<file path="config.mk">
export PLATFORM = sky130hd
export DESIGN_NAME = deque_with_search_unit_flat
export DESIGN_NICKNAME = d
export VERILOG_FILES = /design/src/hw/rtl/dqs_pkg.sv /design/src/hw/rtl/dqs_if.sv /design/src/hw/rtl/dqs_cell.sv /design/src/hw/rtl/dqs_reduce.sv /design/src/hw/rtl/deque_with_search_unit.sv /design/src/flat_wrapper.sv
export SDC_FILE = /design/constraint.sdc
export NUM_CORES = 2
export LEC_CHECK = 0
export ABC_AREA = 1
export BUFFER_PORTS_ARGS = -buffer_cell sky130_fd_sc_hd__buf_2
export CAP_MARGIN = 20
export CORE_MARGIN = 10
export CORE_UTILIZATION = 50
export CTS_BUF_LIST = sky130_fd_sc_hd__clkbuf_4
export DETAILED_ROUTE_END_ITERATION = 8
export PLACE_DENSITY = 0.64
export SLEW_MARGIN = 20
export SYNTH_ARGS = -nofsm -noshare
export SYNTH_HDL_FRONTEND = slang
export SYNTH_SLANG_ARGS = --single-unit
</file>
<file path="constraint.sdc">
create_clock -name clk -period 5.5 [get_ports clk]
set_clock_uncertainty 0.2 [all_clocks]
set_input_delay 0.825 -clock clk [delete_from_list [all_inputs] [get_ports clk]]
set_output_delay 0.825 -clock clk [all_outputs]
set_load 0.05 [all_outputs]
</file>
<file path="src/hw/rtl/dqs_pkg.sv">
// Shared types and constants for the deque with search.
package dqs_pkg;

  localparam int DATA_W        = 32;
  localparam int KIND_W        = 3;
  localparam int STATUS_W      = 2;
  localparam int DEPTH_DEFAULT = 16;

  typedef enum logic [KIND_W-1:0] {
    KIND_PUSH_FRONT = 3'd0,
    KIND_PUSH_BACK  = 3'd1,
    KIND_POP_FRONT  = 3'd2,
    KIND_POP_BACK   = 3'd3,
    KIND_COUNT      = 3'd4,
    KIND_SEARCH     = 3'd5
  } kind_t;

  typedef enum logic [STATUS_W-1:0] {
    STATUS_OK    = 2'd0,
    STATUS_EMPTY = 2'd1,
    STATUS_FULL  = 2'd2
  } status_t;

  typedef enum logic {
    ST_RUN    = 1'b0,
    ST_REDUCE = 1'b1
  } state_t;

  // Operation broadcast to every cell of the chain.
  typedef struct packed {
    logic push_front;
    logic push_back;
    logic pop_front;
    logic pop_back;
    logic search;
  } cell_ctrl_t;

endpackage

</file>
<file path="src/hw/rtl/dqs_if.sv">
// Handshake interfaces for the operation channel and the result channel.
interface dqs_in_if;
  logic                             valid;
  logic                             ready;
  logic [dqs_pkg::KIND_W-1:0]       kind;
  logic signed [dqs_pkg::DATA_W-1:0] data_value;

  modport source (output valid, output kind, output data_value, input ready);
  modport sink   (input valid, input kind, input data_value, output ready);
endinterface

interface dqs_out_if #(parameter int CNT_W = 5);
  logic                              valid;
  logic                              ready;
  logic signed [dqs_pkg::DATA_W-1:0] popped_value;
  logic [CNT_W-1:0]                  entry_count;
  logic                              found;
  logic [dqs_pkg::STATUS_W-1:0]      status;

  modport source (output valid, output popped_value, output entry_count, output found,
                  output status, input ready);
  modport sink   (input valid, input popped_value, input entry_count, input found,
                  input status, output ready);
endinterface

</file>
<file path="src/hw/rtl/dqs_cell.sv">
// One storage cell of the shifting deque chain.
module dqs_cell (
  input  logic                       clk,
  input  logic                       rst,
  input  dqs_pkg::cell_ctrl_t        ctrl,
  input  logic [dqs_pkg::DATA_W-1:0] data_value,
  input  logic [dqs_pkg::DATA_W-1:0] left_value,
  input  logic                       left_valid,
  input  logic [dqs_pkg::DATA_W-1:0] right_value,
  input  logic                       right_valid,
  output logic [dqs_pkg::DATA_W-1:0] value,
  output logic                       valid,
  output logic                       hit,
  output logic [dqs_pkg::DATA_W-1:0] pick
);
  import dqs_pkg::*;

  logic is_tail;
  logic is_free_slot;

  // The last held cell has an empty right neighbour; the first free one a full left neighbour.
  assign is_tail      = valid && !right_valid;
  assign is_free_slot = !valid && left_valid;

  always_ff @(posedge clk) begin
    if (rst) begin
      valid <= 1'b0;
    end else if (ctrl.push_front) begin
      valid <= left_valid;
    end else if (ctrl.push_back) begin
      valid <= valid || left_valid;
    end else if (ctrl.pop_front) begin
      valid <= right_valid;
    end else if (ctrl.pop_back) begin
      valid <= valid && right_valid;
    end
  end

  always_ff @(posedge clk) begin
    if (ctrl.push_front) begin
      value <= left_value;
    end else if (ctrl.push_back && is_free_slot) begin
      value <= data_value;
    end else if (ctrl.pop_front) begin
      value <= right_value;
    end
  end

  always_ff @(posedge clk) begin
    hit  <= ctrl.search && valid && (value == data_value);
    pick <= (ctrl.pop_back && is_tail) ? value : '0;
  end

endmodule

</file>
<file path="src/hw/rtl/dqs_reduce.sv">
// Collects the per-cell search hits and the popped tail value into one result.
module dqs_reduce #(
  parameter int DEPTH = dqs_pkg::DEPTH_DEFAULT
) (
  input  logic [DEPTH-1:0]           hit_vec,
  input  logic [dqs_pkg::DATA_W-1:0] pick_arr [DEPTH],
  output logic                       any_hit,
  output logic [dqs_pkg::DATA_W-1:0] picked
);
  import dqs_pkg::*;

  assign any_hit = |hit_vec;

  // At most one cell holds a non-zero pick, so an OR selects it.
  always_comb begin
    picked = '0;
    for (int i = 0; i < DEPTH; i++) begin
      picked = picked | pick_arr[i];
    end
  end

endmodule

</file>
<file path="src/hw/rtl/deque_with_search_unit.sv">
// Top level of the deque with search: a shifting chain of cells with front and back access.
//
//   channel | role   | carries
//   cmd     | sink   | kind, data_value
//   res     | source | popped_value, entry_count, found, status
//
// Push front, push back, pop front, count, and a pop back or search on an empty deque fill
// the result register directly; pop back and search on a non-empty deque pass through ST_REDUCE:
// each cell registers its compare or tail select, then one OR reduction over all cells fills
// the result register. Reset clears the valid bit of every cell and the count; no item is
// taken while reset is high.
// A new item is taken while the result register is empty or its item is being taken, and
// no pop back or search is in progress in ST_REDUCE.
module deque_with_search_unit #(
  parameter int DEPTH = dqs_pkg::DEPTH_DEFAULT
) (
  input logic      clk,
  input logic      rst,
  dqs_in_if.sink   cmd,
  dqs_out_if.source res
);
  import dqs_pkg::*;

  localparam int CNT_W = $clog2(DEPTH + 1);

  state_t             state, state_next;
  logic [CNT_W-1:0]   held_count, count_next;
  logic               out_valid, out_valid_next;
  logic [DATA_W-1:0]  out_popped, out_popped_next;
  logic [CNT_W-1:0]   out_count, out_count_next;
  logic               out_found, out_found_next;
  status_t            out_status, out_status_next;

  logic [DEPTH-1:0]   valid_vec;
  logic [DEPTH-1:0]   hit_vec;
  logic [DATA_W-1:0]  val_arr  [DEPTH];
  logic [DATA_W-1:0]  pick_arr [DEPTH];
  logic               any_hit;
  logic [DATA_W-1:0]  picked;

  logic               accept;
  logic               full;
  logic               empty;
  kind_t              kind_in;
  cell_ctrl_t         ctrl;

  assign kind_in   = kind_t'(cmd.kind);
  assign cmd.ready = !rst && (state == ST_RUN) && (!out_valid || res.ready);
  assign accept    = cmd.valid && cmd.ready;
  assign full      = (held_count == CNT_W'(DEPTH));
  assign empty     = (held_count == '0);

  always_comb begin
    ctrl            = '0;
    ctrl.push_front = accept && (kind_in == KIND_PUSH_FRONT) && !full;
    ctrl.push_back  = accept && (kind_in == KIND_PUSH_BACK) && !full;
    ctrl.pop_front  = accept && (kind_in == KIND_POP_FRONT) && !empty;
    ctrl.pop_back   = accept && (kind_in == KIND_POP_BACK) && !empty;
    ctrl.search     = accept && (kind_in == KIND_SEARCH) && !empty;
  end

  for (genvar i = 0; i < DEPTH; i++) begin : g_cell
    logic [DATA_W-1:0] left_value;
    logic              left_valid;
    logic [DATA_W-1:0] right_value;
    logic              right_valid;

    // The front cell's left neighbour is the incoming value, always present.
    if (i == 0) begin : g_first
      assign left_value = cmd.data_value;
      assign left_valid = 1'b1;
    end else begin : g_inner_left
      assign left_value = val_arr[i-1];
      assign left_valid = valid_vec[i-1];
    end

    if (i == DEPTH - 1) begin : g_last
      assign right_value = '0;
      assign right_valid = 1'b0;
    end else begin : g_inner_right
      assign right_value = val_arr[i+1];
      assign right_valid = valid_vec[i+1];
    end

    dqs_cell u_cell (
      .clk         (clk),
      .rst         (rst),
      .ctrl        (ctrl),
      .data_value  (cmd.data_value),
      .left_value  (left_value),
      .left_valid  (left_valid),
      .right_value (right_value),
      .right_valid (right_valid),
      .value       (val_arr[i]),
      .valid       (valid_vec[i]),
      .hit         (hit_vec[i]),
      .pick        (pick_arr[i])
    );
  end

  dqs_reduce #(.DEPTH(DEPTH)) u_reduce (
    .hit_vec  (hit_vec),
    .pick_arr (pick_arr),
    .any_hit  (any_hit),
    .picked   (picked)
  );

  always_comb begin
    state_next      = state;
    count_next      = held_count;
    out_valid_next  = out_valid && !res.ready;
    out_popped_next = out_popped;
    out_count_next  = out_count;
    out_found_next  = out_found;
    out_status_next = out_status;

    case (state)
      ST_RUN: begin
        if (accept) begin
          out_valid_next  = 1'b1;
          out_popped_next = '0;
          out_found_next  = 1'b0;
          out_status_next = STATUS_OK;
          case (kind_in)
            KIND_PUSH_FRONT, KIND_PUSH_BACK: begin
              if (full) begin
                out_status_next = STATUS_FULL;
              end else begin
                count_next = held_count + 1'b1;
              end
            end
            KIND_POP_FRONT: begin
              if (empty) begin
                out_status_next = STATUS_EMPTY;
              end else begin
                out_popped_next = val_arr[0];
                count_next      = held_count - 1'b1;
              end
            end
            KIND_POP_BACK: begin
              if (empty) begin
                out_status_next = STATUS_EMPTY;
              end else begin
                count_next     = held_count - 1'b1;
                out_valid_next = 1'b0;
                state_next     = ST_REDUCE;
              end
            end
            KIND_SEARCH: begin
              if (empty) begin
                out_status_next = STATUS_EMPTY;
              end else begin
                out_valid_next = 1'b0;
                state_next     = ST_REDUCE;
              end
            end
            default: begin
            end
          endcase
          out_count_next = count_next;
        end
      end
      ST_REDUCE: begin
        // Cells not involved register zero picks and no hits, so both fields come straight out.
        out_valid_next  = 1'b1;
        out_popped_next = picked;
        out_found_next  = any_hit;
        out_status_next = STATUS_OK;
        out_count_next  = held_count;
        state_next      = ST_RUN;
      end
      default: begin
        state_next = ST_RUN;
      end
    endcase
  end

  always_ff @(posedge clk) begin
    if (rst) begin
      state      <= ST_RUN;
      held_count <= '0;
      out_valid  <= 1'b0;
    end else begin
      state      <= state_next;
      held_count <= count_next;
      out_valid  <= out_valid_next;
    end
  end

  always_ff @(posedge clk) begin
    out_popped <= out_popped_next;
    out_count  <= out_count_next;
    out_found  <= out_found_next;
    out_status <= out_status_next;
  end

  assign res.valid        = out_valid;
  assign res.popped_value = out_popped;
  assign res.entry_count  = out_count;
  assign res.found        = out_found;
  assign res.status       = out_status;

  a_count_matches_cells: assert property (@(posedge clk) disable iff (rst)
    $countones(valid_vec) == int'(held_count))
    else $error("held count differs from the number of occupied cells");

  a_cells_packed: assert property (@(posedge clk) disable iff (rst)
    (valid_vec & (valid_vec + 1'b1)) == '0)
    else $error("occupied cells are not packed from the front");

  a_count_bounded: assert property (@(posedge clk) disable iff (rst)
    held_count <= CNT_W'(DEPTH))
    else $error("held count exceeds the depth");

  a_reduce_slot_free: assert property (@(posedge clk) disable iff (rst)
    state == ST_REDUCE |-> !out_valid)
    else $error("result register occupied while a two-cycle item completes");

endmodule
</file>
<file path="src/flat_wrapper.sv">
// flat-port wrapper written by rule: the top's interface ports become plain ports
module deque_with_search_unit_flat import dqs_pkg::*;
#(
  parameter int DEPTH = dqs_pkg::DEPTH_DEFAULT
)
  (clk, rst, cmd_valid, cmd_kind, cmd_data_value, cmd_ready, res_valid, res_popped_value, res_entry_count, res_found, res_status, res_ready);
  dqs_in_if cmd_i ();
  dqs_out_if res_i ();
  input logic clk;
  input logic rst;
  input wire logic [$bits(cmd_i.valid)-1:0] cmd_valid;
  input wire logic [$bits(cmd_i.kind)-1:0] cmd_kind;
  input wire logic [$bits(cmd_i.data_value)-1:0] cmd_data_value;
  output wire logic [$bits(cmd_i.ready)-1:0] cmd_ready;
  output wire logic [$bits(res_i.valid)-1:0] res_valid;
  output wire logic [$bits(res_i.popped_value)-1:0] res_popped_value;
  output wire logic [$bits(res_i.entry_count)-1:0] res_entry_count;
  output wire logic [$bits(res_i.found)-1:0] res_found;
  output wire logic [$bits(res_i.status)-1:0] res_status;
  input wire logic [$bits(res_i.ready)-1:0] res_ready;
  assign cmd_i.valid = cmd_valid;
  assign cmd_i.kind = cmd_kind;
  assign cmd_i.data_value = cmd_data_value;
  assign cmd_ready = cmd_i.ready;
  assign res_valid = res_i.valid;
  assign res_popped_value = res_i.popped_value;
  assign res_entry_count = res_i.entry_count;
  assign res_found = res_i.found;
  assign res_status = res_i.status;
  assign res_i.ready = res_ready;
  deque_with_search_unit #(.DEPTH(DEPTH)) u_core (.clk(clk), .rst(rst), .cmd(cmd_i), .res(res_i));
endmodule
</file>
==> out/metrics.cfg <==
[synthesis]
ys_ff_latch=1103
synth_top_flop_cell=edfxtp_1
synthAdderAreaFrac=0.000501
synthMuxAreaShare=0
synth-async-reset-ratio=0
synth_top_family_by_area=compound AO/OA/AOI/OAI gates
synth_xor_area_frac=0.0209
post-synth-top-area-cell=edfxtp_1
synth.area.top_cells=edfxtp_1 (33%), dfxtp_1 (22%), nand2_1 (6.3%), o211ai_1 (6.0%), nor2_1 (5.9%)
synth_area_mm2=0.0499
yosysUniqueCellTypes=40
synth_compound_area_frac=0.182
ys_seq_area_frac=0.553
syn_avg_cell_area_um2=8.97
syn-num-nets=5610
syn_inst=5569
synthSimpleGateAreaFrac=0.158
yosys.area.top_type_share=0.332
yosys_warnings=0
synth_edf_count=552

[setup_path]
cp-end-kind=register
ff2ff_setup_slack_ns=1.58
required_ns=6.01
crit_type=register to register
startpoint_type=register
cp.arrival_ns=4.43
path_max_fanout=33

[worst_hold_path]
hp-class=input port to register

[die]
io_pins=81
dieWidth_um=336
rows=115
die_area_mm2=0.113
die_h_um=336
start_util=0.506
core_area_mm2=0.0987

[clock_network]
numCtsBuffers=311
path_clk_slew_ns=0.07
clockBufferDepth=4
ctsResizeCount=0
cts-root-buf=clkbuf_4
cts_tree=yes
htreeDepth=5
clk_latency_ns=1.24
cts.sink_count=1103

[routing]
drtIter0Drc=7152
ant_nets=0
postRouteWirelength_um=209000
drc_errors=0
wl_per_cell_um=28.9
firstDrtPassIters=6
viasPerCell=6.28
vias=45400

[power_and_ir_drop]
ir_drop_v=0.000238
power_leakage_nw=23.3
power_density_mw_per_mm2=324

[grt]
grt_start_max_net_pins=169
grt_first_pass_wirelength_um=293000
grt_usage=0.359
antenna_found_initial=13
overflow=0
grt_pass1_vias=42000

[placed_design]
gp_congestion=1.02
place_hpwl_um=147000
portBuffers=80

[timing]
fin_crit_sh=0.713
finalMaxSlewViolations=0
worstMarginPinSlew_ns=1.29
rsz0062_at_grt=no
period_minus_slack_ns=3.92
fmax_mhz=255
hold_slack_ns=0.0586
hold_viol=0
slew_headroom=0.130
final-setup-viol-count=0
setup_tns_ns=0

[outcome]
status=finished clean

[finish]
final_nets=5727
syn2layout_area_growth_pct=10.8
drive_gt1_frac=0.140

[job]
max_cap_viol_count=0

==> power breakdown <==
group	total, mW	internal [mW]	switching [mW]
Combinational	1.26	0.292	0.967
Clock	7.90	4.30	3.60
Sequential	8.78	8.71	0.0692
Total	17.9	13.3	4.63
==> per-layer routing <==
layer  vias to the layer above  routed length (um)  track usage
met2                      3470               88200        0.527
met5                         -                  86            0
met1                     21400               76000        0.450
met3                       745               26300       0.0915
met4                        12               18300        0.274
li1                      19700                   -            -
==> area by class of cell <==
type	count	area, um^2
Antenna cell	11	27.5
Clock buffer	496	3720
Clock inverter	56	348
Fill cell	9260	43400
Inverter	593	2230
Multi-Input combinational cell	3454	18200
Sequential cell	1103	27600
Tap cell	1287	1610
Timing Repair Buffer	223	1570
==> synth_stat cells, drive strengths merged (2+ instances only) <==
cell and n:
edfxtp 552, a221oi 16, buf 215, a21oi 52
o22ai 351, o211ai 449, nor2 792, a31oi 5
nand4 51, inv 583, o21bai 15, ha 2
nor4 132, o31ai 34, xor2 57, dfxtp 551
nand3 89, nor3 5, clkinv 10, nand2 845
clkbuf 204, xnor2 62, o21ai 494
==> per-stage QoR <==
stage / area, um^2 / utilization / cells / worst slack [ns] / power [mW]
CTS: 55200 / 0.559 / 7211 / 1.70 / 17.9
global placement: 51000 / 0.517 / 6650 / 1.66 / 10.1
finish: 55300 / 0.560 / 7223 / 1.58 / 17.9
floorplan: 49900 / - / 5569 / 2.31 / 9.64
detailed placement: 51000 / 0.517 / 6650 / 1.59 / 10.2
global route: 55300 / 0.560 / 7222 / 1.47 / 18.4
==> cell families after synthesis <==
group                      Yosys count
buffers and inverters             1012
xor gates and xnor gates           119
and+or+nand+nor                   1914
adders and majority gates            2
AOI/OAI and AO/OA                 1419
DFF                               1103
==> repair_timing <==
action	in CTS	in global routing
hold buffers	9	0
hold endpoints to repair	25	0
setup buffers	0	0
==> worst max-delay path, cell delays in order (launching register included) <==
cell and delay, ns:
dfxtp_1 0.37, inv_1 0.10, ha_1 0.28, nand3_2 0.21
nand2_2 0.14, buf_4 0.54, nor2_1 0.18, nor2_2 0.60
nand2_2 0.74
==> state kept, by name, indices dropped and copies added, names as in the netlist <==
register	cells
u_core.res.popped_value	32
u_core.g_cell.u_cell.value	512
u_core.res.valid	1
u_core.held_count	5
u_core.res.entry_count	5
u_core.g_cell.u_cell.pick	512
u_core.g_cell.u_cell.valid	16
u_core.res.status	2
u_core.res.found	1
u_core.state	1
u_core.g_cell.u_cell.hit	16
==> cell usage in the layout, fill, tap and decap left out, types with 128 or more instances in the layout <==
master    Yosys  final
buf_4        20    128
clkbuf_4      0    496
dfxtp_1     551    550
edfxtp_1    552    552
inv_1       582    580
nand2_1     836    819
nor2_1      786    785
o211ai_1    400    400
o21ai_0     377    377
o22ai_1     351    351
==> final timing paths <==
| path | startpoint | depth (start not counted) | to |
|---|---|---|---|
| max | u_core.held_count[0]$_SDFFE_PP0P_ | 8 | u_core.g_cell[0].u_cell.value[27]$_DFFE_PP_ |
| min | cmd_data_value[30] | 3 | u_core.g_cell[15].u_cell.value[30]$_DFFE_PP_ |
| max reg2reg | u_core.held_count[0]$_SDFFE_PP0P_ | 8 | u_core.g_cell[0].u_cell.value[27]$_DFFE_PP_ |
| min reg2reg | u_core.g_cell[15].u_cell.valid$_SDFFE_PP0P_ | 2 | u_core.g_cell[15].u_cell.valid$_SDFFE_PP0P_ |
Note: power is estimated with default switching activity, not from simulation.
